$ cat src/sv/bpmjc_pkg.sv
// shared types and constants for the brownout power-mode job controller
// no dependencies
`timescale 1ns / 1ps
`default_nettype none

package bpmjc_pkg;

    localparam int MV_W       = 15;
    localparam int US_W       = 20;
    localparam int SUM_US_W   = US_W + 1;
    localparam int ID_W       = 16;
    localparam int TASK_W     = 8;
    localparam int POWER_W    = 15;
    localparam int COUNT_W    = 4;
    localparam int CFG_IDX_W  = 3;
    localparam int CFG_DATA_W = 20;

    localparam logic [CFG_IDX_W-1:0] CFG_OFF_MV     = 3'd0;
    localparam logic [CFG_IDX_W-1:0] CFG_SLEEP_MV   = 3'd1;
    localparam logic [CFG_IDX_W-1:0] CFG_WAKE_MV    = 3'd2;
    localparam logic [CFG_IDX_W-1:0] CFG_PERIOD_US  = 3'd3;
    localparam logic [CFG_IDX_W-1:0] CFG_INIT_MODE  = 3'd4;

    localparam logic [MV_W-1:0] RST_OFF_MV    = 15'd5500;
    localparam logic [MV_W-1:0] RST_SLEEP_MV  = 15'd5750;
    localparam logic [MV_W-1:0] RST_WAKE_MV   = 15'd6750;
    localparam logic [US_W-1:0] RST_PERIOD_US = 20'd22430;

    localparam logic OP_TICK  = 1'b0;
    localparam logic OP_CLAIM = 1'b1;

    localparam logic KIND_STATUS = 1'b0;
    localparam logic KIND_DONE   = 1'b1;

    localparam logic [POWER_W-1:0] POWER_OFF_MW    = 15'd0;
    localparam logic [POWER_W-1:0] POWER_LOW_MW    = 15'd500;
    localparam logic [POWER_W-1:0] POWER_DETECT_MW = 15'd22654;

    typedef enum logic [1:0] {
        MODE_OFF    = 2'd0,
        MODE_SLEEP  = 2'd1,
        MODE_IDLE   = 2'd2,
        MODE_DETECT = 2'd3
    } mode_t;

    typedef enum logic [2:0] {
        ST_IDLE,
        ST_EVAL,
        ST_LOAD,
        ST_STEP,
        ST_REPORT,
        ST_STATUS
    } state_t;

    typedef struct packed {
        logic              operation;
        logic [US_W-1:0]   elapsed_us;
        logic [MV_W-1:0]   supply_mv;
        logic [ID_W-1:0]   job_id;
        logic [TASK_W-1:0] task_count;
    } item_t;

    typedef struct packed {
        logic               kind;
        logic [1:0]         mode;
        logic [POWER_W-1:0] power_mw;
        logic [ID_W-1:0]    done_job_id;
        logic [COUNT_W-1:0] queue_count;
        logic               claim_dropped;
        logic               last;
    } result_t;

    typedef struct packed {
        logic capture;
        logic eval;
        logic load;
        logic iterate;
        logic finish;
        logic emit_report;
        logic emit_status;
    } cmd_t;

    typedef struct packed {
        logic tick_detect;
        logic loop_go;
        logic pop;
        logic slot_free;
    } status_t;

    function automatic logic [POWER_W-1:0] mode_power(mode_t m);
        logic [POWER_W-1:0] p;
        unique case (m)
            MODE_OFF:    p = POWER_OFF_MW;
            MODE_SLEEP:  p = POWER_LOW_MW;
            MODE_IDLE:   p = POWER_LOW_MW;
            MODE_DETECT: p = POWER_DETECT_MW;
            default:     p = POWER_OFF_MW;
        endcase
        return p;
    endfunction

endpackage

`default_nettype wire

$ cat src/sv/bpmjc_ctrl.sv
// controller state machine: sequences request capture, mode update, detect work
// loop and result emission; depends on bpmjc_pkg
`timescale 1ns / 1ps
`default_nettype none

module bpmjc_ctrl (
    input  wire               clk,
    input  wire               rst_n,
    input  wire               item_valid,
    output logic              item_ready,
    input  bpmjc_pkg::status_t status,
    output bpmjc_pkg::cmd_t   cmd
);
    import bpmjc_pkg::*;

    state_t state_reg;
    state_t state_next;

    always_ff @(posedge clk or negedge rst_n)
    begin
        if (!rst_n)
        begin
            state_reg <= ST_IDLE;
        end
        else
        begin
            state_reg <= state_next;
        end
    end

    always_comb
    begin
        state_next = state_reg;
        unique case (state_reg)
            ST_IDLE:
            begin
                if (item_valid)
                begin
                    state_next = ST_EVAL;
                end
            end
            ST_EVAL:
            begin
                state_next = status.tick_detect ? ST_LOAD : ST_STATUS;
            end
            ST_LOAD:
            begin
                state_next = ST_STEP;
            end
            ST_STEP:
            begin
                if (status.loop_go)
                begin
                    state_next = status.pop ? ST_REPORT : ST_STEP;
                end
                else
                begin
                    state_next = ST_STATUS;
                end
            end
            ST_REPORT:
            begin
                if (status.slot_free)
                begin
                    state_next = ST_LOAD;
                end
            end
            ST_STATUS:
            begin
                if (status.slot_free)
                begin
                    state_next = ST_IDLE;
                end
            end
            default:
            begin
                state_next = ST_IDLE;
            end
        endcase
    end

    always_comb
    begin
        cmd        = '0;
        item_ready = 1'b0;
        unique case (state_reg)
            ST_IDLE:
            begin
                item_ready  = 1'b1;
                cmd.capture = item_valid;
            end
            ST_EVAL:
            begin
                cmd.eval = 1'b1;
            end
            ST_LOAD:
            begin
                cmd.load = 1'b1;
            end
            ST_STEP:
            begin
                cmd.iterate = status.loop_go;
                cmd.finish  = !status.loop_go;
            end
            ST_REPORT:
            begin
                cmd.emit_report = status.slot_free;
            end
            ST_STATUS:
            begin
                cmd.emit_status = status.slot_free;
            end
            default:
            begin
                cmd = '0;
            end
        endcase
    end

endmodule

`default_nettype wire

$ cat src/sv/bpmjc_dp.sv
// datapath: config registers, mode and timer, job queue memory, result register
// depends on bpmjc_pkg
`timescale 1ns / 1ps
`default_nettype none

module bpmjc_dp #(
    parameter int JOB_DEPTH = 8
) (
    input  wire                                  clk,
    input  wire                                  rst_n,
    input  bpmjc_pkg::cmd_t                      cmd,
    output bpmjc_pkg::status_t                   status,
    input  bpmjc_pkg::item_t                     item,
    input  wire                                  cfg_write,
    input  wire [bpmjc_pkg::CFG_IDX_W-1:0]       cfg_index,
    input  wire [bpmjc_pkg::CFG_DATA_W-1:0]      cfg_data,
    output logic                                 result_valid,
    input  wire                                  result_ready,
    output bpmjc_pkg::result_t                   result
);
    import bpmjc_pkg::*;

    localparam int IDX_W  = (JOB_DEPTH > 1) ? $clog2(JOB_DEPTH) : 1;
    localparam int FILL_W = $clog2(JOB_DEPTH + 1);
    localparam int SUM_W  = FILL_W + 1;

    logic [MV_W-1:0]   off_mv_reg;
    logic [MV_W-1:0]   sleep_mv_reg;
    logic [MV_W-1:0]   wake_mv_reg;
    logic [US_W-1:0]   period_reg;
    mode_t             init_mode_reg;

    mode_t             mode_reg;
    logic              started_reg;
    logic [US_W-1:0]   timer_reg;
    logic [IDX_W-1:0]  head_reg;
    logic [FILL_W-1:0] fill_reg;

    item_t             item_reg;
    logic [SUM_US_W-1:0] t_reg;
    logic [TASK_W-1:0] tasks_rd_reg;
    logic [ID_W-1:0]   id_rd_reg;
    logic              dropped_reg;

    logic              result_valid_reg;
    result_t           result_reg;

    logic [ID_W-1:0]   ids_mem [JOB_DEPTH];
    logic [TASK_W-1:0] tasks_mem [JOB_DEPTH];

    mode_t             cur_mode;
    mode_t             wake_mode;
    mode_t             mode_next;
    logic              is_claim;
    logic              queue_full;
    logic              queue_busy;
    logic              below_off;
    logic              below_sleep;
    logic              at_wake;
    logic [SUM_W-1:0]  tail_sum;
    logic [IDX_W-1:0]  tail_idx;
    logic [IDX_W-1:0]  head_inc;
    logic [FILL_W+COUNT_W-1:0] fill_ext;
    logic              claim_write;
    logic              back_write;

    assign is_claim    = (item_reg.operation == OP_CLAIM);
    assign queue_full  = (fill_reg == FILL_W'(JOB_DEPTH));
    assign queue_busy  = (fill_reg != '0);
    assign below_off   = (item_reg.supply_mv < off_mv_reg);
    assign below_sleep = (item_reg.supply_mv < sleep_mv_reg);
    assign at_wake     = (item_reg.supply_mv >= wake_mv_reg);
    assign cur_mode    = started_reg ? mode_reg : init_mode_reg;
    assign wake_mode   = queue_busy ? MODE_DETECT : MODE_IDLE;

    assign tail_sum = SUM_W'(head_reg) + SUM_W'(fill_reg);
    assign tail_idx = (tail_sum >= SUM_W'(JOB_DEPTH))
                      ? IDX_W'(tail_sum - SUM_W'(JOB_DEPTH))
                      : IDX_W'(tail_sum);
    assign head_inc = (head_reg == IDX_W'(JOB_DEPTH - 1)) ? '0 : head_reg + 1'b1;
    assign fill_ext = {{COUNT_W{1'b0}}, fill_reg};

    assign claim_write = cmd.eval && is_claim && !queue_full;
    assign back_write  = cmd.finish && queue_busy;

    always_comb
    begin
        mode_next = cur_mode;
        unique case (cur_mode)
            MODE_OFF:
            begin
                if (at_wake)
                begin
                    mode_next = wake_mode;
                end
            end
            MODE_SLEEP:
            begin
                priority if (below_off)
                begin
                    mode_next = MODE_OFF;
                end
                else if (at_wake)
                begin
                    mode_next = wake_mode;
                end
            end
            MODE_IDLE:
            begin
                priority if (below_off)
                begin
                    mode_next = MODE_OFF;
                end
                else if (below_sleep)
                begin
                    mode_next = MODE_SLEEP;
                end
                else if (queue_busy)
                begin
                    mode_next = MODE_DETECT;
                end
            end
            MODE_DETECT:
            begin
                priority if (below_off)
                begin
                    mode_next = MODE_OFF;
                end
                else if (below_sleep)
                begin
                    mode_next = MODE_SLEEP;
                end
            end
            default:
            begin
                mode_next = cur_mode;
            end
        endcase
    end

    assign status.tick_detect = !is_claim && (cur_mode == MODE_DETECT)
                                && !below_off && !below_sleep;
    assign status.loop_go     = (t_reg >= SUM_US_W'(period_reg)) && queue_busy;
    assign status.pop         = (tasks_rd_reg <= TASK_W'(1));
    assign status.slot_free   = !result_valid_reg || result_ready;

    // config and control state
    always_ff @(posedge clk or negedge rst_n)
    begin
        if (!rst_n)
        begin
            off_mv_reg       <= RST_OFF_MV;
            sleep_mv_reg     <= RST_SLEEP_MV;
            wake_mv_reg      <= RST_WAKE_MV;
            period_reg       <= RST_PERIOD_US;
            init_mode_reg    <= MODE_OFF;
            mode_reg         <= MODE_OFF;
            started_reg      <= 1'b0;
            timer_reg        <= '0;
            head_reg         <= '0;
            fill_reg         <= '0;
            result_valid_reg <= 1'b0;
        end
        else
        begin
            if (cfg_write)
            begin
                unique case (cfg_index)
                    CFG_OFF_MV:    off_mv_reg    <= cfg_data[MV_W-1:0];
                    CFG_SLEEP_MV:  sleep_mv_reg  <= cfg_data[MV_W-1:0];
                    CFG_WAKE_MV:   wake_mv_reg   <= cfg_data[MV_W-1:0];
                    CFG_PERIOD_US: period_reg    <= cfg_data[US_W-1:0];
                    CFG_INIT_MODE: init_mode_reg <= mode_t'(cfg_data[1:0]);
                    default:       ;
                endcase
            end

            if (cmd.eval)
            begin
                if (is_claim)
                begin
                    if (!queue_full)
                    begin
                        fill_reg <= fill_reg + 1'b1;
                    end
                end
                else
                begin
                    started_reg <= 1'b1;
                    mode_reg    <= mode_next;
                    if (cur_mode == MODE_DETECT && (below_off || below_sleep))
                    begin
                        timer_reg <= '0;
                    end
                end
            end

            if (cmd.iterate && status.pop)
            begin
                head_reg <= head_inc;
                fill_reg <= fill_reg - 1'b1;
            end

            if (cmd.finish)
            begin
                if (queue_busy)
                begin
                    timer_reg <= t_reg[US_W-1:0];
                end
                else
                begin
                    timer_reg <= '0;
                    mode_reg  <= MODE_IDLE;
                end
            end

            if (cmd.emit_report || cmd.emit_status)
            begin
                result_valid_reg <= 1'b1;
            end
            else if (result_ready)
            begin
                result_valid_reg <= 1'b0;
            end
        end
    end

    // working payload registers
    always_ff @(posedge clk)
    begin
        if (cmd.capture)
        begin
            item_reg <= item;
        end

        if (cmd.eval)
        begin
            dropped_reg <= is_claim && queue_full;
            t_reg       <= SUM_US_W'(timer_reg) + SUM_US_W'(item_reg.elapsed_us);
        end

        if (cmd.iterate)
        begin
            t_reg <= t_reg - SUM_US_W'(period_reg);
            if (!status.pop)
            begin
                tasks_rd_reg <= tasks_rd_reg - 1'b1;
            end
        end

        if (cmd.emit_report)
        begin
            result_reg.kind          <= KIND_DONE;
            result_reg.mode          <= mode_reg;
            result_reg.power_mw      <= mode_power(mode_reg);
            result_reg.done_job_id   <= id_rd_reg;
            result_reg.queue_count   <= fill_ext[COUNT_W-1:0];
            result_reg.claim_dropped <= 1'b0;
            result_reg.last          <= 1'b0;
        end
        else if (cmd.emit_status)
        begin
            result_reg.kind          <= KIND_STATUS;
            result_reg.mode          <= mode_reg;
            result_reg.power_mw      <= mode_power(mode_reg);
            result_reg.done_job_id   <= '0;
            result_reg.queue_count   <= fill_ext[COUNT_W-1:0];
            result_reg.claim_dropped <= dropped_reg;
            result_reg.last          <= 1'b1;
        end

        // queue memory: one write port, registered read at the head
        if (claim_write)
        begin
            ids_mem[tail_idx]   <= item_reg.job_id;
            tasks_mem[tail_idx] <= item_reg.task_count;
        end
        else if (back_write)
        begin
            tasks_mem[head_reg] <= tasks_rd_reg;
        end

        if (cmd.load)
        begin
            id_rd_reg    <= ids_mem[head_reg];
            tasks_rd_reg <= tasks_mem[head_reg];
        end
    end

    assign result_valid = result_valid_reg;
    assign result       = result_reg;

endmodule

`default_nettype wire

$ cat src/sv/brownout_power_mode_job_controller.sv
// Top level of the power-mode job controller: controller fsm plus datapath.
// Claim and non-detect tick: accept, evaluate, emit a status result, then idle again.
// Detect tick: accept, evaluate, load each head job, work off one task per cycle while
// a period is covered, a done result per job, then status; a stalled output adds its wait.
// Reset (async, rst_n low) restores register defaults, mode off, empty queue, cleared timer.
// Depends on bpmjc_pkg, bpmjc_ctrl, bpmjc_dp.
`timescale 1ns / 1ps
`default_nettype none

module brownout_power_mode_job_controller #(
    parameter int JOB_DEPTH = 8
) (
    input  wire                               clk,
    input  wire                               rst_n,
    input  wire                               item_valid,
    output logic                              item_ready,
    input  bpmjc_pkg::item_t                  item,
    output logic                              result_valid,
    input  wire                               result_ready,
    output bpmjc_pkg::result_t                result,
    input  wire                               cfg_write,
    input  wire [bpmjc_pkg::CFG_IDX_W-1:0]    cfg_index,
    input  wire [bpmjc_pkg::CFG_DATA_W-1:0]   cfg_data
);
    import bpmjc_pkg::*;

    cmd_t    cmd;
    status_t status;

    bpmjc_ctrl u_ctrl (
        .clk        (clk),
        .rst_n      (rst_n),
        .item_valid (item_valid),
        .item_ready (item_ready),
        .status     (status),
        .cmd        (cmd)
    );

    bpmjc_dp #(
        .JOB_DEPTH (JOB_DEPTH)
    ) u_dp (
        .clk          (clk),
        .rst_n        (rst_n),
        .cmd          (cmd),
        .status       (status),
        .item         (item),
        .cfg_write    (cfg_write),
        .cfg_index    (cfg_index),
        .cfg_data     (cfg_data),
        .result_valid (result_valid),
        .result_ready (result_ready),
        .result       (result)
    );

endmodule

`default_nettype wire
$ cat config.mk
export PLATFORM = sky130hd
export DESIGN_NAME = brownout_power_mode_job_controller
export DESIGN_NICKNAME = d
export VERILOG_FILES = /design/src/sv/bpmjc_pkg.sv /design/src/sv/bpmjc_ctrl.sv /design/src/sv/bpmjc_dp.sv /design/src/sv/brownout_power_mode_job_controller.sv
export SDC_FILE = /design/constraint.sdc
export NUM_CORES = 1
export LEC_CHECK = 0
export BUFFER_PORTS_ARGS = -buffer_cell sky130_fd_sc_hd__buf_2
export CAP_MARGIN = 20
export CELL_PAD_IN_SITES_DETAIL_PLACEMENT = 2
export CELL_PAD_IN_SITES_GLOBAL_PLACEMENT = 2
export CORE_MARGIN = 5
export CORE_UTILIZATION = 47
export DETAILED_ROUTE_END_ITERATION = 7
export GPL_TIMING_DRIVEN = 0
export HOLD_SLACK_MARGIN = 0.12
export PLACE_DENSITY_LB_ADDON = 0.1
export SYNTH_ARGS = -nofsm -noshare
export SYNTH_HDL_FRONTEND = slang
export SYNTH_SLANG_ARGS = --single-unit
$ cat constraint.sdc
create_clock -name clk -period 6.5 [get_ports clk]
set_input_delay 1.3 -clock clk [delete_from_list [all_inputs] [get_ports clk]]
set_output_delay 1.3 -clock clk [all_outputs]
set_load 0.01 [all_outputs]
==> impl_metrics.ini, run 1 <==
[outcome]
outcome = complete, no violations

[sta]
finalClockSkew_ns = 0.0411
fin_ws_ns = 2.50
fmax_mhz = 250
rsz0062_at_grt = no
hold_viol = 0
setup_viol = 0
max_slew_margin_pct = 21.0
slew_viol_final = 0
tightest_slew_ns = 1.18
min_period_ns = 4.00
fin_setup_tns_ns = 0
post-route-period-util_pct = 61.6

[clock_tree]
clockRootBuffer = clkbuf_16
cts_tree = done
htreeDepth = 2
clk_path_buf_depth = 3
cts_resized = 0
ctsHoldBuffers = 0
cts_buffers = 46
clkTransAtPathRegs_ns = 0.06
clock-sinks = 427
clock_latency_ns = 0.60
cts_setup_buffers = 0

[global_route]
grt_pass1_vias = 14400
grt_remaining_overflow = 0
grt_max_degree = 69
antenna_found_initial = 1
grtUsageTotal_pct = 26.0
grt_pass1_wl_um = 88300

[cells_and_area]
n_antenna_cell = 0
utilization_pct = 55.2
layout-drive-gt1-share_pct = 24.1
syn_to_final_growth_pct = 16.5
finalNetCount = 1761
largest_register_ffs = 128
post-route-cell-area_um2 = 22500
fillCellCount = 3714

[setup_path]
crit_type = register to register
worstPathCellList = inv_1 > ha_1 > a21oi_1 > nor2_1 > a211oi_1 > o221a_2 > nand2_2 > nor2b_1 > buf_4 > buf_6 > a31oi_1 > nor2_1
critPathSlowestCell = nor2_1
path_max_fanout = 10
crit_arrival_ns = 4.22
r2r_slack_ns = 2.50
rr_startpoint = u_dp.period_reg[14]$_DFFE_PN1P_
crit_top_cell = nor2_1
reg2reg_depth = 12
max_stage_delay_ns = 0.80
critPathLaunchType = register
end_kind = register
cp.required_ns = 6.72
rr_endpoint = u_dp.tasks_mem[7][2]$_DFFE_PP_

[synth]
async_reset_ff_share_pct = 23.7
netlist_area_um2 = 19400
yosysSeqAreaShare_pct = 63.7
synth-seq-cells = 427
synth-edff-count = 323
synth_area_leaders = edfxtp_1, dfrtp_1, ha_1
yosysTopAreaCell = edfxtp_1
ys.flop_type = edfxtp_1
syn_area_per_cell_um2 = 13.9
synth_cells = 1388
synth_top_area_share_pct = 50.1
ys_warn_count = 0
synth.distinct_cells = 77

[run]
drv_cap = 0

[die]
fp.dieArea_um2 = 45300
start_util_pct = 47.4
design.core.area_um2 = 40800
die_y_um = 213
die_w_um = 213
rows = 74
io-pin-count = 130

[hold_path]
hold_class = register to register
worstHoldStart = u_dp.sleep_mv_reg[12]$_DFFE_PN1P_
holdPathStages = 2
hold_end = u_dp.sleep_mv_reg[12]$_DFFE_PN1P_

[place]
place_area_um2 = 20900
gp_congestion = 0.804
dp.final_hpwl_um = 39500
dp_slack_ns = 2.57
port_buffers = 125

[detailed_routing]
ant_nets = 0
num_vias = 12500
dr.pass1.iters = 5
drt_iter0_drc = 753
vias_per_cell = 5.83
totalWireLength_um = 58300
drc_errors = 0
wire_per_inst_um = 27.1

[pwr]
leakagePower_nw = 8.74
p_per_area_nw_per_um2 = 437
ir_worst_vdd_mv = 0.267
layout by cell type (no fill, tap or decap), types with 7 or more instances in the layout:
cell and instances:
a211oi_1 10, buf_4 18, a21o_1 12, clkbuf_16 47
nor2b_1 9, o21ai_1 20, nand4_1 9, clkbuf_1 35
xnor2_1 26, xor2_1 17, a31oi_1 15, clkbuf_8 7
nor2_1 52, inv_1 89, o21ai_0 71, nand2b_1 15
nand2_1 140, nor3_1 22, a22o_1 20, and2_1 8
a21oi_1 40, mux4_2 48, dfstp_2 34, mux2_2 30
o211ai_1 7, ha_1 91, buf_2 134, edfxtp_1 323
mux2i_1 8, nand3_1 19, clkinv_2 10, mux2_1 10
dfrtp_1 67, and3_1 19, buf_6 9
cell type report:
class / instances / area [um^2] / area share (%)
buffer: 61 / 332 / 1.47
clock buffer: 59 / 1290 / 5.73
clock inverter: 26 / 300 / 1.33
inverter: 90 / 338 / 1.50
multi-input combinational: 813 / 6410 / 28.4
sequential: 427 / 12300 / 54.7
tap: 532 / 666 / 2.95
timing repair buffer: 140 / 882 / 3.91
metrics by stage:
step,hold WS [ns],cells,power (mW)
2_1_floorplan,0.436,1391,5.94
3_3_place_gp,0.448,2048,6.79
3_5_place_dp,0.489,2061,7.06
4_1_cts,0.509,2146,9.93
5_1_grt,0.532,2148,10.4
6_report,0.504,2148,9.85
where the power goes:
part | total, mW | internal, mW | switching [mW]
clock | 2.77 | 1.61 | 1.15
sequential | 4.02 | 3.67 | 0.354
combinational | 3.06 | 1.17 | 1.88
total | 9.85 | 6.46 | 3.39
worst max path at each step:
| stage | cells past startpoint | from | end | slack, ns |
|---|---|---|---|---|
| after floorplan | 4 | u_dp.fill_reg[0]$_DFFE_PN0P_ | u_dp.tasks_mem[4][0]$_DFFE_PP_ | 2.84 |
| after global placement | 4 | u_dp.fill_reg[0]$_DFFE_PN0P_ | u_dp.tasks_mem[4][4]$_DFFE_PP_ | 0.92 |
| after detailed placement | 12 | u_dp.period_reg[1]$_DFFE_PN1P_ | u_dp.tasks_mem[7][4]$_DFFE_PP_ | 2.57 |
| after CTS | 12 | u_dp.period_reg[1]$_DFFE_PN1P_ | u_dp.tasks_mem[7][3]$_DFFE_PP_ | 2.55 |
| after global routing | 12 | u_dp.period_reg[14]$_DFFE_PN1P_ | u_dp.tasks_mem[6][0]$_DFFE_PP_ | 2.33 |
| final | 12 | u_dp.period_reg[14]$_DFFE_PN1P_ | u_dp.tasks_mem[7][2]$_DFFE_PP_ | 2.50 |
synth_stat cells, drive strengths merged, types with 12 or more instances:
| library cell | instances |
|---|---|
| xnor2 | 26 |
| buf | 30 |
| xor2 | 17 |
| a31oi | 15 |
| ha | 91 |
| a211oi | 12 |
| clkbuf | 31 |
| nand2b | 15 |
| o21ai | 93 |
| a22o | 20 |
| nand3 | 20 |
| edfxtp | 323 |
| inv | 89 |
| mux4 | 48 |
| a21o | 12 |
| nand2 | 141 |
| dfstp | 34 |
| dfrtp | 67 |
| nor2 | 58 |
| mux2 | 40 |
| a21oi | 40 |
| nor3 | 24 |
| and3 | 20 |
worst max-delay path: cells and delay by family (launching register included):
kind,cells,cell delay [ns]
compound gates,4,1.15
simple gates,4,1.15
flops,1,0.53
buf+inv,3,0.45
fa+ha+maj,1,0.36
layer usage:
layer  global-route usage, %  part of all wire [%]
met4                    8.52                   3.0
met1                    31.7                    40
met5                       0                     0
met3                    3.61                   4.1
met2                    47.5                    53
cell families after synthesis:
group	Yosys count	synth area share [%]
DFF	427	63.7
and+or+nand+nor	326	7.84
AOI/OAI and AO/OA	250	8.51
buffers and inverters	151	3.45
muxes	96	8.33
adders and majority gates	94	6.19
xor gates and xnor gates	43	1.95
other	1	0.0194
Note: power is estimated with default switching activity, not from simulation.
==> inputs of run 2 (changes only) <==
--- a/config.mk
+++ b/config.mk
@@ -10,7 +10,7 @@
 export CELL_PAD_IN_SITES_DETAIL_PLACEMENT = 2
 export CELL_PAD_IN_SITES_GLOBAL_PLACEMENT = 2
 export CORE_MARGIN = 5
-export CORE_UTILIZATION = 47
+export CORE_UTILIZATION = 39
 export DETAILED_ROUTE_END_ITERATION = 7
 export GPL_TIMING_DRIVEN = 0
 export HOLD_SLACK_MARGIN = 0.12
==> constraint.sdc (replaced) <==
create_clock -name clk -period 3.4 [get_ports clk]
set_input_delay 0.68 -clock clk [delete_from_list [all_inputs] [get_ports clk]]
set_output_delay 0.68 -clock clk [all_outputs]
set_load 0.01 [all_outputs]
==> run 2 against run 1 <==
Sequential cell count unchanged. Routed wire length down 8.1%. Design area up 1.6%. Maximum frequency up 23%. Register-to-register slack worse by 2.3 ns. Highest routed layer unchanged. Sequential share of layout area down 0.86 points. Clock power up 94%. Clock-buffer cell count up 7. Cell count up 6.3%. Critical path type unchanged. Global-route usage down 5.8 points. Total power up 91%.
==> impl_metrics.ini, run 2 (same netlist as run 1, synthesis figures left out) <==
[sta]
post-route-period-util_pct = 95.6
hold_slack_ns = 0.144
fin_ws_ns = 0.150
hold_viol = 0
setup_viol = 0
min_period_ns = 3.25
fmax_mhz = 308
fin_setup_tns_ns = 0
finalClockSkew_ns = 0.0281
max_slew_margin_pct = 24.6
tightest_slew_ns = 1.12
slew_viol_final = 0
rsz0062_at_grt = no

[die]
start_util_pct = 39.5
design.core.area_um2 = 49100
rows = 81
io-pin-count = 130
die_w_um = 233
die_y_um = 233
fp.dieArea_um2 = 54200

[cells_and_area]
mostFrequentLayoutCells = edfxtp_1, nand2_1, buf_2, ha_1, inv_1
n_antenna_cell = 0
layout-drive-gt1-share_pct = 24.4
post-route-cell-area_um2 = 22900
finalNonFillerCells = 2284
utilization_pct = 46.7
largest_register_ffs = 128
syn_to_final_growth_pct = 18.4
final_common_cell = edfxtp_1
finalNetCount = 1764

[pwr]
seqPwrFrac_pct = 40.6
ir_worst_vdd_mv = 0.521
clockPowerShare_pct = 28.6
netSwitchingFraction_pct = 33.5
p_total_mw = 18.8
leakagePower_nw = 8.79
combinationalPowerShare_pct = 30.8
p_sw_mw = 6.31
p_per_area_nw_per_um2 = 822
intPower_mw = 12.5

[clock_tree]
cts_tree = done
clkTransAtPathRegs_ns = 0.06
clk_path_buf_depth = 3
clock_latency_ns = 0.62
htreeDepth = 2
cts_buffers = 49
clock-sinks = 427
clockRootBuffer = clkbuf_16
ctsHoldBuffers = 0

[detailed_routing]
drc_errors = 0
num_vias = 12100
totalWireLength_um = 53600
highest_layer = met4
dr_wl_met3_um = 1870
wl_met1_um = 22200
wire_per_inst_um = 23.5
vias_per_cell = 5.28
wl_met2_um = 28400
ant_nets = 0
dr.pass1.iters = 5
drt_iter0_drc = 804

[setup_path]
worstPathCellList = ha_1 > a21o_1 > a211oi_1 > o221a_2 > nand2_4 > nor2b_2 > buf_6 > buf_8 > a31oi_1 > nor2_4 > buf_12
cp.required_ns = 3.72
critPathSlowestCell = a211oi_1
end_kind = register
crit_family = compound AO/OA/AOI/OAI gates
crit_arrival_ns = 3.57
critPathLaunchType = register
path_max_fanout = 10
max_stage_delay_ns = 0.50
crit_type = register to register
critical_path_buf_inv_count = 3

[hold_path]
hold_class = primary input to asynchronous set/reset pin

[global_route]
grtUsageTotal_pct = 20.1
grt_pass1_vias = 13700
grt_pass1_wl_um = 83000
grt_max_degree = 52
antenna_found_initial = 1
grt_remaining_overflow = 0

[place]
dp.final_hpwl_um = 37900
place_area_um2 = 21200
dp.cells = 2193
dp_slack_ns = -0.544
gp_congestion = 0.765
port_buffers = 125

[run]
drv_cap = 0

[outcome]
outcome = complete, no violations
[run 2: changes by cell type in the layout (fill, tap and decap cells not counted), moves of 3 or more]
cell | before | now
clkbuf_8 | 7 | 4
clkbuf_1 | 35 | 42
a31o_2 | 0 | 4
buf_8 | 1 | 4
nor2_4 | 1 | 5
clkbuf_16 | 47 | 50
clkinv_2 | 10 | 7
clkinv_1 | 6 | 9
clkinvlp_4 | 3 | 0
nor2_1 | 52 | 49
a31o_1 | 5 | 1
buf_12 | 0 | 3
[run 2: final timing paths]
path | end | depth (start not counted) | slack, ns | start
max | u_dp.tasks_mem[7][1]$_DFFE_PP_ | 11 | 0.15 | u_dp.t_reg[18]$_DFFE_PP_
min | u_dp.timer_reg[17]$_DFFE_PN0P_ | 1 | 0.14 | rst_n
max reg2reg | u_dp.tasks_mem[7][1]$_DFFE_PP_ | 11 | 0.15 | u_dp.t_reg[18]$_DFFE_PP_
min reg2reg | u_dp.off_mv_reg[12]$_DFFE_PN1P_ | 2 | 0.50 | u_dp.off_mv_reg[12]$_DFFE_PN1P_
max in group asynchronous | u_dp.period_reg[4]$_DFFE_PN1P_ | 2 | 2.45 | rst_n
min in group clk | u_dp.item_reg[40]$_DFFE_PP_ | 1 | 0.25 | item[40]
[run 2: power by group through the flow]
| stage | sequential (mW) | combinational, mW | clock, mW |
|---|---|---|---|
| floorplan | 7.52 | 3.84 | 0 |
| global placement | 7.78 | 5.35 | 0 |
| detailed placement | 7.77 | 5.75 | 0 |
| CTS | 7.69 | 5.87 | 5.56 |
| global route | 7.75 | 6.46 | 5.80 |
| finish | 7.65 | 5.79 | 5.38 |
[run 2: worst register-to-register path: stages (launching register included)]
cell and delay (ns):
edfxtp_1 0.43, ha_1 0.41, a21o_1 0.21, a211oi_1 0.50
o221a_2 0.33, nand2_4 0.10, nor2b_2 0.15, buf_6 0.16
buf_8 0.18, a31oi_1 0.17, nor2_4 0.19, buf_12 0.15
[run 2: routing by layer]
layer  global-route usage [%]  vias to the layer above
met5                        0                        -
li1                         -                     5551
met1                     25.4                     6249
met2                     36.6                      196
met4                     5.13                        0
met3                     2.75                       72
[run 2: layout make-up]
type	instances	area, um^2
flip-flops and latches	427	12300
fillers	4810	26100
clock inverters	23	284
multi-input cells	813	6480
inverters	90	338
well taps	664	831
repair buffers	141	960
plain buffers	60	334
clock buffers	66	1350
[run 2: timing repair]
item	CTS	global route
buffers inserted	3	0
pin swaps	3	1
endpoints found under the setup margin	96	103
gates resized for setup	12	8
==> inputs of run 3 (changes only) <==
--- a/config.mk
+++ b/config.mk
@@ -9,6 +9,7 @@
 export CAP_MARGIN = 20
 export CELL_PAD_IN_SITES_DETAIL_PLACEMENT = 2
 export CELL_PAD_IN_SITES_GLOBAL_PLACEMENT = 2
+export CORE_ASPECT_RATIO = 1.25
 export CORE_MARGIN = 5
 export CORE_UTILIZATION = 39
 export DETAILED_ROUTE_END_ITERATION = 7
==> run 3 against run 2 <==
Non-clock buffer count increased by 5. Critical path depth unchanged. Critical endpoint is now u_dp.tasks_mem[5][5]$_DFFE_PP_. Critical path type unchanged. Highest routed layer unchanged. Global-route usage down 0.78 points. Design area down 0.26%. Via count increased by 0.27%. Worst hold slack better by 0.031 ns.
==> impl_metrics.ini, run 3 (same netlist as run 1, synthesis figures left out) <==
[outcome]
outcome = complete, no violations

[clock_tree]
clock-sinks = 427
clock_latency_ns = 0.58
clkTransAtPathRegs_ns = 0.06
cts_tree = done
clk_path_buf_depth = 3
clockRootBuffer = clkbuf_16
ctsHoldBuffers = 0
cts_buffers = 46
htreeDepth = 2

[setup_path]
rr_endpoint = u_dp.tasks_mem[5][5]$_DFFE_PP_
path_max_fanout = 10
crit_arrival_ns = 3.68
r2r_slack_ns = 0.009
cp.required_ns = 3.69
end_kind = register
rr_startpoint = u_dp.t_reg[6]$_DFFE_PP_
crit_type = register to register
reg2reg_depth = 11
critPathLaunchType = register

[pwr]
p_per_area_nw_per_um2 = 815
leakagePower_nw = 8.78
ir_worst_vdd_mv = 0.503

[global_route]
antenna_found_initial = 0
grt_remaining_overflow = 0
grtUsageTotal_pct = 19.4
grt_pass1_wl_um = 80900
grt_pass1_vias = 13700
grt_max_degree = 53

[detailed_routing]
ant_nets = 0
dr.pass1.iters = 4
vias_per_cell = 5.33
drt_iter0_drc = 617
drc_errors = 0
num_vias = 12100
wire_per_inst_um = 23.4
totalWireLength_um = 53100

[die]
die_w_um = 209
start_util_pct = 39.3
fp.dieArea_um2 = 54200
io-pin-count = 130
die_y_um = 259
design.core.area_um2 = 49300
rows = 91

[sta]
finalClockSkew_ns = 0.0299
rsz0062_at_grt = yes
slew_viol_final = 0
min_period_ns = 3.39
hold_viol = 0
fin_ws_ns = 0.00873
fmax_mhz = 295
max_slew_margin_pct = 31.3
setup_viol = 0
post-route-period-util_pct = 99.7
hold_slack_ns = 0.175
tightest_slew_ns = 1.03

[cells_and_area]
largest_register_ffs = 128
mostFrequentLayoutCells = edfxtp_1, nand2_1, buf_2, ha_1, inv_1
finalNetCount = 1766
final_common_cell = edfxtp_1
n_antenna_cell = 0
finalNonFillerCells = 2272
syn_to_final_growth_pct = 18.1
fillCellCount = 4818
layout-drive-gt1-share_pct = 25.0

[place]
dp.final_hpwl_um = 38500
dp_slack_ns = -0.673
port_buffers = 125
dp.cells = 2181
gp_congestion = 0.787

[run]
drv_cap = 0

[hold_path]
hold_class = primary input to asynchronous set/reset pin
## run 3: through the flow
stage	power, mW	setup TNS (ns)	cell area [um^2]	utilization [%]
after floorplan	11.4	0	19400	-
after global placement	13.1	-199.54	20800	42.2
after detailed placement	13.5	-24.86	21100	42.9
after CTS	18.9	-0.696	22800	46.2
after global routing	19.7	-4.27	22800	46.3
final	18.6	0	22800	46.3
## run 3: worst max-delay path by stage
stage / from / end / slack, ns / cells after the start
after floorplan: u_dp.period_reg[1]$_DFFE_PN1P_ / u_dp.t_reg[0]$_DFFE_PP_ / 0.03 / 11
after global placement: u_ctrl.state_reg[2]$_DFFE_PN0P_ / u_dp.tasks_mem[5][3]$_DFFE_PP_ / -1.92 / 9
after detailed placement: u_dp.period_reg[1]$_DFFE_PN1P_ / u_dp.tasks_mem[6][3]$_DFFE_PP_ / -0.67 / 12
after CTS: u_dp.fill_reg[0]$_DFFE_PN0P_ / u_dp.tasks_mem[1][5]$_DFFE_PP_ / -0.07 / 6
after global routing: u_dp.t_reg[6]$_DFFE_PP_ / u_dp.tasks_mem[5][3]$_DFFE_PP_ / -0.13 / 11
final: u_dp.t_reg[6]$_DFFE_PP_ / u_dp.tasks_mem[5][5]$_DFFE_PP_ / 0.009 / 11
## run 3: repair_timing
action | in CTS | in global routing
pin swaps | 3 | 1
resized for setup | 12 | 8
setup endpoints to repair | 80 | 98
buffers inserted | 4 | 1
## run 3: layout make-up
cell class,instances,area [um^2],area share (%)
Timing Repair Buffer,145,965,4.22
Inverter,90,338,1.48
Tap cell,651,815,3.56
Sequential cell,427,12300,54.0
Clock buffer,53,1250,5.48
Buffer,61,335,1.47
Clock inverter,32,324,1.42
Multi-Input combinational cell,813,6490,28.4
## run 3: power by group
part / internal, mW / switching [mW] / leakage [nW] / total (mW)
combinational: 2.31 / 3.46 / 3.84 / 5.77
sequential: 7.01 / 0.647 / 4.18 / 7.65
clock: 3.04 / 2.17 / 0.770 / 5.21
## run 3: critical path, cell delays in order (launching register included)
cell and delay (ns):
edfxtp_1 0.45, ha_1 0.41, a2111oi_1 0.55, a22oi_2 0.19, o211ai_2 0.26, nand2_4 0.12
nor2b_1 0.23, buf_6 0.21, buf_6 0.19, a31oi_1 0.15, nor2_4 0.17, buf_4 0.17
## run 3: layer usage
layer  global-route usage, %  vias up  wire (um)
li1                        -     5557          -
met1                    21.9     6307      20500
met2                    38.2      176      30000
met3                    2.55       61       1510
met4                    4.70        0       1140
met5                       0        -          0
